`config.mk`:
```
export PLATFORM = sky130hd
export DESIGN_NAME = rgb_to_hsv_skin_classifier_unit_flat
export DESIGN_NICKNAME = d
export VERILOG_FILES = /design/src/sv/rhsc_pkg.sv /design/src/sv/rhsc_pixel_if.sv /design/src/sv/rhsc_hsv_if.sv /design/src/sv/rhsc_cfg_if.sv /design/src/sv/rgb_to_hsv_skin_classifier_unit.sv /design/src/flat_wrapper.sv
export SDC_FILE = /design/constraint.sdc
export NUM_CORES = 2
export LEC_CHECK = 0
export ABC_AREA = 1
export BUFFER_PORTS_ARGS = -buffer_cell sky130_fd_sc_hd__buf_2
export CAP_MARGIN = 20
export CORE_ASPECT_RATIO = 0.9
export CORE_MARGIN = 1.5
export CORE_UTILIZATION = 55
export DETAILED_ROUTE_END_ITERATION = 16
export GPL_TIMING_DRIVEN = 0
export PLACE_DENSITY = 0.71
export SLEW_MARGIN = 20
export SYNTH_ARGS = -nofsm -noshare
export SYNTH_HDL_FRONTEND = slang
export SYNTH_SLANG_ARGS = --single-unit
export TNS_END_PERCENT = 20
```
`constraint.sdc`:
```
create_clock -name clk -period 21.5 [get_ports clk]
set_input_delay 2.15 -clock clk [delete_from_list [all_inputs] [get_ports clk]]
set_output_delay 2.15 -clock clk [all_outputs]
set_load 0.02 [all_outputs]
```
`src/sv/rhsc_pkg.sv`:
```
// Package: shared constants and pipeline types of the RGB to HSV skin classifier.
`timescale 1ns / 1ps
`default_nettype none

package rhsc_pkg;

  // Configuration register indexes
  typedef enum logic [2:0] {
    REG_HUE_LOW   = 3'd0,
    REG_HUE_HIGH  = 3'd1,
    REG_SAT_MIN   = 3'd2,
    REG_SAT_MAX   = 3'd3,
    REG_BRIGHT_MIN = 3'd4
  } cfg_reg_t;

  localparam int CfgIdxW = 3;

  // Register reset values
  localparam logic [7:0] HUE_LOW_RST    = 8'd25;
  localparam logic [7:0] HUE_HIGH_RST   = 8'd237;
  localparam logic [7:0] SAT_MIN_RST    = 8'd51;
  localparam logic [7:0] SAT_MAX_RST    = 8'd204;
  localparam logic [7:0] BRIGHT_MIN_RST = 8'd130;

  // One quotient bit per divide stage; both quotients fit in a byte
  localparam int DivSteps = 8;
  localparam int HueNumW  = 11;   // numerator and 6*chroma, up to 1530
  localparam int HueRemW  = 19;   // 255 * numerator
  localparam int SatRemW  = 16;   // 255 * chroma

  // Divisor used where the true one is zero and the dividend is zero
  localparam logic [HueNumW-1:0] HUE_DEN_SAFE = 11'd1;
  localparam logic [7:0]         SAT_DEN_SAFE = 8'd1;

  // Sector selection result, registered after the first stage
  typedef struct packed {
    logic [HueNumW-1:0] hnum;
    logic [HueNumW-1:0] hden;
    logic [7:0]         chroma;
    logic [7:0]         sden;
    logic [7:0]         bright;
  } sector_t;

  // State of both dividers between divide stages
  typedef struct packed {
    logic [HueRemW-1:0] hrem;
    logic [HueNumW-1:0] hden;
    logic [7:0]         hq;
    logic [SatRemW-1:0] srem;
    logic [7:0]         sden;
    logic [7:0]         sq;
    logic [7:0]         bright;
  } div_t;

endpackage

`default_nettype wire

```
`src/sv/rhsc_pixel_if.sv`:
```
// Interface: RGB pixel channel with valid/ready handshake.
`timescale 1ns / 1ps
`default_nettype none

interface rhsc_pixel_if;
  logic       valid;
  logic       ready;
  logic [7:0] red;
  logic [7:0] green;
  logic [7:0] blue;

  modport source (output valid, red, green, blue, input ready);
  modport sink   (input valid, red, green, blue, output ready);
endinterface

`default_nettype wire

```
`src/sv/rhsc_hsv_if.sv`:
```
// Interface: HSV result channel with skin flag and valid/ready handshake.
`timescale 1ns / 1ps
`default_nettype none

interface rhsc_hsv_if;
  logic       valid;
  logic       ready;
  logic [7:0] hue;
  logic [7:0] saturation;
  logic [7:0] brightness;
  logic       is_skin;

  modport source (output valid, hue, saturation, brightness, is_skin, input ready);
  modport sink   (input valid, hue, saturation, brightness, is_skin, output ready);
endinterface

`default_nettype wire

```
`src/sv/rhsc_cfg_if.sv`:
```
// Interface: configuration write channel (register index and data).
`timescale 1ns / 1ps
`default_nettype none

interface rhsc_cfg_if;
  logic       valid;
  logic       ready;
  logic [2:0] index;
  logic [7:0] data;

  modport source (output valid, index, data, input ready);
  modport sink   (input valid, index, data, output ready);
endinterface

`default_nettype wire

```
`src/sv/rgb_to_hsv_skin_classifier_unit.sv`:
```
// Top level: pipelined RGB to HSV converter with skin classification.
//
// Channels: pixel (sink) carries red, green, blue; result (source) carries
// hue, saturation, brightness and is_skin; cfg (sink) writes the five
// threshold registers by index (0 hue low, 1 hue high, 2 sat min,
// 3 sat max, 4 bright min). Unknown indexes are dropped; cfg is always ready.
// A transferred pixel passes the sector stage, multiply stage, eight divide
// stages and the classify/output register before its result shows on the
// result channel.
// Throughput: one pixel per cycle when not stalled. Both divisions run as
// 8-stage restoring dividers, one quotient bit per stage, so a new pixel can
// enter every cycle unless the pipeline stalls.
// Reset (rst, synchronous, active high): pipeline valid bits clear and
// the thresholds return to 25, 237, 51, 204, 130.
// Stall: when a result waits and the receiver holds ready low, the whole
// pipeline holds and pixel.ready drops; nothing is lost or repeated.
// Thresholds are sampled at the classify stage; write them while idle.
`timescale 1ns / 1ps
`default_nettype none

module rgb_to_hsv_skin_classifier_unit (
  input  wire logic    clk,
  input  wire logic    rst,
  rhsc_pixel_if.sink   pixel,
  rhsc_hsv_if.source   result,
  rhsc_cfg_if.sink     cfg
);
  import rhsc_pkg::*;

  // Threshold registers
  logic [7:0] hue_low_limit;
  logic [7:0] hue_high_limit;
  logic [7:0] sat_min;
  logic [7:0] sat_max;
  logic [7:0] bright_min;

  // Pipeline registers
  logic    sec_vld;
  sector_t sec;
  logic    div_vld [DivSteps+1];
  div_t    div_st  [DivSteps+1];
  logic    out_vld;
  logic [7:0] out_hue;
  logic [7:0] out_sat;
  logic [7:0] out_bright;
  logic       out_skin;

  logic    adv;
  sector_t sec_next;
  div_t    mul_next;
  logic    skin_next;

  // Advance whenever the output register is free or being drained
  assign adv         = !out_vld || result.ready;
  assign pixel.ready = adv;
  assign cfg.ready   = 1'b1;

  // Accept threshold writes
  always_ff @(posedge clk) begin
    if (rst) begin
      hue_low_limit  <= HUE_LOW_RST;
      hue_high_limit <= HUE_HIGH_RST;
      sat_min        <= SAT_MIN_RST;
      sat_max        <= SAT_MAX_RST;
      bright_min     <= BRIGHT_MIN_RST;
    end else if (cfg.valid) begin
      case (cfg_reg_t'(cfg.index))
        REG_HUE_LOW:    hue_low_limit  <= cfg.data;
        REG_HUE_HIGH:   hue_high_limit <= cfg.data;
        REG_SAT_MIN:    sat_min        <= cfg.data;
        REG_SAT_MAX:    sat_max        <= cfg.data;
        REG_BRIGHT_MIN: bright_min     <= cfg.data;
        default: ;
      endcase
    end
  end

  // Stage 1: max, min, chroma, sector numerator and denominator
  always_comb begin
    logic              b_max;
    logic              g_max;
    logic [7:0]        mx;
    logic [7:0]        mn;
    logic [7:0]        c;
    logic [HueNumW-1:0] c_w;
    logic [HueNumW-1:0] r_w;
    logic [HueNumW-1:0] g_w;
    logic [HueNumW-1:0] b_w;
    logic [HueNumW-1:0] six_c;
    logic [HueNumW-1:0] num;

    b_max = (pixel.blue >= pixel.red) && (pixel.blue >= pixel.green);
    g_max = !b_max && (pixel.green >= pixel.red);
    mx = b_max ? pixel.blue : (g_max ? pixel.green : pixel.red);
    mn = pixel.red;
    if (pixel.green < mn) mn = pixel.green;
    if (pixel.blue < mn)  mn = pixel.blue;
    c     = mx - mn;
    c_w   = {3'b000, c};
    r_w   = {3'b000, pixel.red};
    g_w   = {3'b000, pixel.green};
    b_w   = {3'b000, pixel.blue};
    six_c = (c_w << 2) + (c_w << 1);

    if (b_max) begin
      num = (c_w << 2) + r_w - g_w;
    end else if (g_max) begin
      num = (c_w << 1) + b_w - r_w;
    end else if (pixel.green >= pixel.blue) begin
      num = g_w - b_w;
    end else begin
      num = six_c + g_w - b_w;
    end

    // Gray pixel gives hue 0, black pixel gives saturation 0
    sec_next.hnum   = (c == 8'd0) ? '0 : num;
    sec_next.hden   = (c == 8'd0) ? HUE_DEN_SAFE : six_c;
    sec_next.chroma = c;
    sec_next.sden   = (mx == 8'd0) ? SAT_DEN_SAFE : mx;
    sec_next.bright = mx;
  end

  always_ff @(posedge clk) begin
    if (rst) begin
      sec_vld <= 1'b0;
    end else if (adv) begin
      sec_vld <= pixel.valid;
    end
  end

  always_ff @(posedge clk) begin
    if (adv) begin
      sec <= sec_next;
    end
  end

  // Stage 2: scale both dividends by 255
  always_comb begin
    mul_next.hrem   = ({8'b0, sec.hnum} << 8) - {8'b0, sec.hnum};
    mul_next.hden   = sec.hden;
    mul_next.hq     = '0;
    mul_next.srem   = {sec.chroma, 8'b0} - {8'b0, sec.chroma};
    mul_next.sden   = sec.sden;
    mul_next.sq     = '0;
    mul_next.bright = sec.bright;
  end

  always_ff @(posedge clk) begin
    if (rst) begin
      div_vld[0] <= 1'b0;
    end else if (adv) begin
      div_vld[0] <= sec_vld;
    end
  end

  always_ff @(posedge clk) begin
    if (adv) begin
      div_st[0] <= mul_next;
    end
  end

  // Divide stages: one restoring step for each quotient, MSB first
  for (genvar k = 0; k < DivSteps; k++) begin : g_div
    localparam int Sh = DivSteps - 1 - k;
    div_t step_next;

    always_comb begin
      logic [HueRemW-1:0] h_trial;
      logic [SatRemW-1:0] s_trial;
      logic               h_bit;
      logic               s_bit;

      h_trial = {{(HueRemW-HueNumW){1'b0}}, div_st[k].hden} << Sh;
      s_trial = {{(SatRemW-8){1'b0}}, div_st[k].sden} << Sh;
      h_bit   = div_st[k].hrem >= h_trial;
      s_bit   = div_st[k].srem >= s_trial;

      step_next        = div_st[k];
      step_next.hrem   = h_bit ? div_st[k].hrem - h_trial : div_st[k].hrem;
      step_next.hq     = {div_st[k].hq[6:0], h_bit};
      step_next.srem   = s_bit ? div_st[k].srem - s_trial : div_st[k].srem;
      step_next.sq     = {div_st[k].sq[6:0], s_bit};
    end

    always_ff @(posedge clk) begin
      if (rst) begin
        div_vld[k+1] <= 1'b0;
      end else if (adv) begin
        div_vld[k+1] <= div_vld[k];
      end
    end

    always_ff @(posedge clk) begin
      if (adv) begin
        div_st[k+1] <= step_next;
      end
    end
  end

  // Classify and register the result
  assign skin_next =
    ((div_st[DivSteps].hq <= hue_low_limit) || (div_st[DivSteps].hq >= hue_high_limit)) &&
    (div_st[DivSteps].sq >= sat_min) && (div_st[DivSteps].sq <= sat_max) &&
    (div_st[DivSteps].bright >= bright_min);

  always_ff @(posedge clk) begin
    if (rst) begin
      out_vld <= 1'b0;
    end else if (adv) begin
      out_vld <= div_vld[DivSteps];
    end
  end

  always_ff @(posedge clk) begin
    if (adv) begin
      out_hue    <= div_st[DivSteps].hq;
      out_sat    <= div_st[DivSteps].sq;
      out_bright <= div_st[DivSteps].bright;
      out_skin   <= skin_next;
    end
  end

  assign result.valid      = out_vld;
  assign result.hue        = out_hue;
  assign result.saturation = out_sat;
  assign result.brightness = out_bright;
  assign result.is_skin    = out_skin;

  // Checks
  a_stall_blocks_input: assert property (@(posedge clk) disable iff (rst)
    (result.valid && !result.ready) |-> !pixel.ready)
    else $error("pixel accepted while result stalled");

  a_hue_range: assert property (@(posedge clk) disable iff (rst)
    result.valid |-> (result.hue != 8'hFF))
    else $error("hue quotient out of range");

  a_black_pixel: assert property (@(posedge clk) disable iff (rst)
    (result.valid && (result.brightness == 8'd0)) |->
      ((result.saturation == 8'd0) && (result.hue == 8'd0)))
    else $error("black pixel with nonzero hue or saturation");

  a_skin_bright: assert property (@(posedge clk) disable iff (rst)
    (result.valid && result.is_skin) |-> (result.brightness >= bright_min))
    else $error("skin flag set below brightness minimum");

  a_stall_holds_valid: assert property (@(posedge clk) disable iff (rst)
    (result.valid && !result.ready) |=> result.valid)
    else $error("stalled result dropped");

endmodule

`default_nettype wire

```
`src/flat_wrapper.sv`:
```
// flat-port wrapper written by rule: the top's interface ports become plain ports
module rgb_to_hsv_skin_classifier_unit_flat import rhsc_pkg::*;
  (clk, rst, pixel_valid, pixel_red, pixel_green, pixel_blue, pixel_ready, result_valid, result_hue, result_saturation, result_brightness, result_is_skin, result_ready, cfg_valid, cfg_index, cfg_data, cfg_ready);
  rhsc_pixel_if pixel_i ();
  rhsc_hsv_if result_i ();
  rhsc_cfg_if cfg_i ();
  input  wire logic clk;
  input  wire logic rst;
  input wire logic [$bits(pixel_i.valid)-1:0] pixel_valid;
  input wire logic [$bits(pixel_i.red)-1:0] pixel_red;
  input wire logic [$bits(pixel_i.green)-1:0] pixel_green;
  input wire logic [$bits(pixel_i.blue)-1:0] pixel_blue;
  output wire logic [$bits(pixel_i.ready)-1:0] pixel_ready;
  output wire logic [$bits(result_i.valid)-1:0] result_valid;
  output wire logic [$bits(result_i.hue)-1:0] result_hue;
  output wire logic [$bits(result_i.saturation)-1:0] result_saturation;
  output wire logic [$bits(result_i.brightness)-1:0] result_brightness;
  output wire logic [$bits(result_i.is_skin)-1:0] result_is_skin;
  input wire logic [$bits(result_i.ready)-1:0] result_ready;
  input wire logic [$bits(cfg_i.valid)-1:0] cfg_valid;
  input wire logic [$bits(cfg_i.index)-1:0] cfg_index;
  input wire logic [$bits(cfg_i.data)-1:0] cfg_data;
  output wire logic [$bits(cfg_i.ready)-1:0] cfg_ready;
  assign pixel_i.valid = pixel_valid;
  assign pixel_i.red = pixel_red;
  assign pixel_i.green = pixel_green;
  assign pixel_i.blue = pixel_blue;
  assign pixel_ready = pixel_i.ready;
  assign result_valid = result_i.valid;
  assign result_hue = result_i.hue;
  assign result_saturation = result_i.saturation;
  assign result_brightness = result_i.brightness;
  assign result_is_skin = result_i.is_skin;
  assign result_i.ready = result_ready;
  assign cfg_i.valid = cfg_valid;
  assign cfg_i.index = cfg_index;
  assign cfg_i.data = cfg_data;
  assign cfg_ready = cfg_i.ready;
  rgb_to_hsv_skin_classifier_unit u_core (.clk(clk), .rst(rst), .pixel(pixel_i), .result(result_i), .cfg(cfg_i));
endmodule
```
==> impl_metrics.tcl <==
set metrics [dict create \
    ios 68 \
    relSlewSlack_pct 41.7 \
    fp-row-count 88 \
    detail_route.wirelength_um 65800 \
    fmax_ghz 0.103 \
    final_core_util_pct 61.5 \
    cap_violations 0 \
    dieArea_um2 66400 \
    hold_viol 0 \
    numPortBuffers 66 \
    instances_no_fill 4251 \
    synth_cell_types 64 \
    cts-hold-fix-buffers 0 \
    cts_sinks 698 \
    p_comb_share_pct 46.7 \
    synth_seq_cells 698 \
    synth_edf_count 656 \
    reg2reg_depth 12 \
    pwr-share-clk_pct 16.6 \
    syn_nets 3558 \
    clkTransAtPathRegs_ps 60 \
    insertion_delay_ps 610 \
    cts_tree "done" \
    p_leak_nw 16.8 \
    synth_top_area_share_pct 55.3 \
    p_seq_share_pct 36.7 \
    clockBufferDepth 3 \
    switching_share_pct 38.8 \
    grt_max_degree 116 \
    cts_buffers 74 \
    period_minus_slack_ps 9670 \
    dp_hpwl_um 49800 \
    start_kind "primary input" \
    core_area_um2 64100 \
    intPower_w 0.00430 \
    cp_max_fo 10 \
    synth_area_leaders "edfxtp_1 55%, ha_1 10%, inv_1 5.0%" \
    antenna_found_initial 0 \
    final_cell_area_um2 39400 \
    cts_root_buffer "clkbuf_16" \
    crit_required_ps 21960 \
    drt_iter0_drc 1441 \
    dpl_cell_area_um2 37200 \
    tightestPinTransition_ps 868 \
    htreeDepth 3 \
    r2r-start "u_core.div_st[0][48]" \
    postCtsResizedCells 0 \
    async_reset_ff_share_pct 0 \
    nFillCells 5050 \
    worstSetupPathType "in2reg" \
    synth.largest_area_cell "edfxtp_1" \
    die_x_um 271 \
    vias_per_cell 5.29 \
    synthCells 3195 \
    vdd_ir_drop_max_mv 0.132 \
    worstPathArrival_ps 10130 \
    rsz0062_at_grt "no" \
    drive_gt1_share_pct 7.27 \
    synthFlopType "edfxtp_1" \
    power.total_w 0.00702 \
    seqCellArea_um2 20500 \
    grt_pass1_wl_um 108000 \
    dp_cells 4121 \
    report.final.slew_viol_count 0 \
    finalClockSkew_ps 21.4 \
    synth_most_common_cell "edfxtp_1" \
    initial_core_util_pct 55.6 \
    fin_nets 3705 \
    diodes 0 \
    firstDrtPassIters 6 \
    r2r_slack_ps 18230 \
    synthTopCellsByCount "656 x edfxtp_1, 477 x inv_1, 401 x nand2_1, 289 x ha_1, 231 x a21oi_1" \
    area.growth.synth_to_final_pct 10.6 \
    grt.total_usage_pct 20.0 \
    hold_end "u_core.div_st[0][354]" \
    status "finished clean" \
    syn-cell-area_um2 35700 \
    hp-class "reg2reg" \
    vias 22500 \
    grt_pass1_vias 22400 \
    avgSynthCellArea_um2 11.2 \
    max_stage_delay_ps 610 \
    hp-start "u_core.div_st[0][275]" \
    grt-ovfl-total 0 \
    seq_area_frac_synth_pct 57.6 \
    ant_nets 0 \
    multi_input_area_um2 13100 \
    cts_setup_buffers 0 \
    place_congestion 0.958 \
    crit_path_top_delay_cell "xnor2_1" \
    holdPathStages 0 \
    drcViolationCount 0 \
    r2r-end "u_core.div_st[0][155]" \
    p_switching_w 0.00272 \
    worstSetupEndpointType "register" \
    yosysWarnings 0 \
    setup_viol_count_final 0 \
    wl_per_cell_um 15.5 \
    pwr_density_cell_nw_per_um2 178 \
    timing.final.crit_share_pct 45.0 \
    fp.dieH_um 245 \
]
cells by family after synthesis:
family,share of synthesized area [%]
buffers and inverters,5.61
AO/OA/AOI/OAI,9.56
XOR/XNOR,4.59
adder cells (fa/ha/maj),12.1
flip-flops,57.6
other,0.0105
AND/OR/NAND/NOR,10.5
multiplexers,0.0597
how the worst max path moves through the flow:
stage                         startpoint           endpoint  slack (ps)  depth (start not counted)
after global routing      pixel_green[6]     u_core.sec[45]       11200                         42
after CTS                 pixel_green[7]     u_core.sec[45]       11930                         39
final                     pixel_green[6]     u_core.sec[45]       11830                         41
after global placement      result_ready  u_core.div_vld[1]       -1140                          5
after detailed placement  pixel_green[7]     u_core.sec[45]       11320                         39
after floorplan             result_ready  u_core.div_vld[0]        3550                          4
registers in the layout, summed over array words and instances, names as in the netlist:
register / flops
u_core.sat_min: 8
u_core.div_st: 576
u_core.result.is_skin: 1
u_core.bright_min: 8
u_core.sat_max: 8
u_core.hue_low_limit: 8
u_core.sec: 19
u_core.result.saturation: 8
u_core.result.valid: 1
u_core.result.hue: 8
u_core.div_vld: 9
u_core.result.brightness: 8
u_core.sec_vld: 1
u_core.hue_high_limit: 8
u_core.mul_next: 27
power groups by stage:
stage	sequential (W)	combinational, W	clock, W
finish	0.00258	0.00328	0.00116
global route	0.00264	0.00372	0.00125
CTS	0.00258	0.00327	0.00119
detailed placement	0.00261	0.00324	0
global placement	0.00258	0.00312	0
floorplan	0.00250	0.00256	0
critical path: cells and delay by family:
| kind | cells | cell delay, ps |
|---|---|---|
| fa+ha+maj | 7 | 2300 |
| simple gates | 15 | 1740 |
| buf+inv | 8 | 1450 |
| compound gates | 8 | 1450 |
| xor+xnor | 3 | 1030 |
cell usage in the layout (no fill, tap or decap), drive strengths merged, types with 28 or more instances in the layout:
cell	count
a21oi	236
edfxtp	656
xnor2	78
xor2	109
inv	492
nor2	232
dfxtp	42
nand2	420
buf	82
ha	289
nand3	86
nor3	38
o211ai	28
clkinv	28
o21ai	230
clkbuf	121
fa	34
per-layer routing:
layer	part of all wire, %	track usage, %	routed length [um]	vias up
met4	3.1	8.02	2060	0
met5	0	0	0	-
met1	42	23.7	27700	10500
met2	51	36.6	33800	427
li1	-	-	-	11400
met3	3.5	2.92	2330	129
metrics by stage:
step	hold slack, ps	setup WS, ps	setup TNS [ps]
2_1_floorplan	400	3550	0
3_3_place_gp	401	-1140	-10880
3_5_place_dp	405	11320	0
4_1_cts	407	11930	0
5_1_grt	410	11200	0
6_report	406	11830	0
cell type report:
type,count,share of cell area [%]
Tap cell,855,2.71
Clock buffer,94,4.99
Inverter,488,4.68
Buffer,38,0.413
Sequential cell,698,52.1
Timing Repair Buffer,71,1.19
Multi-Input combinational cell,1971,33.3
Clock inverter,36,0.670
No activity file was read; power rests on OpenSTA's default activity.
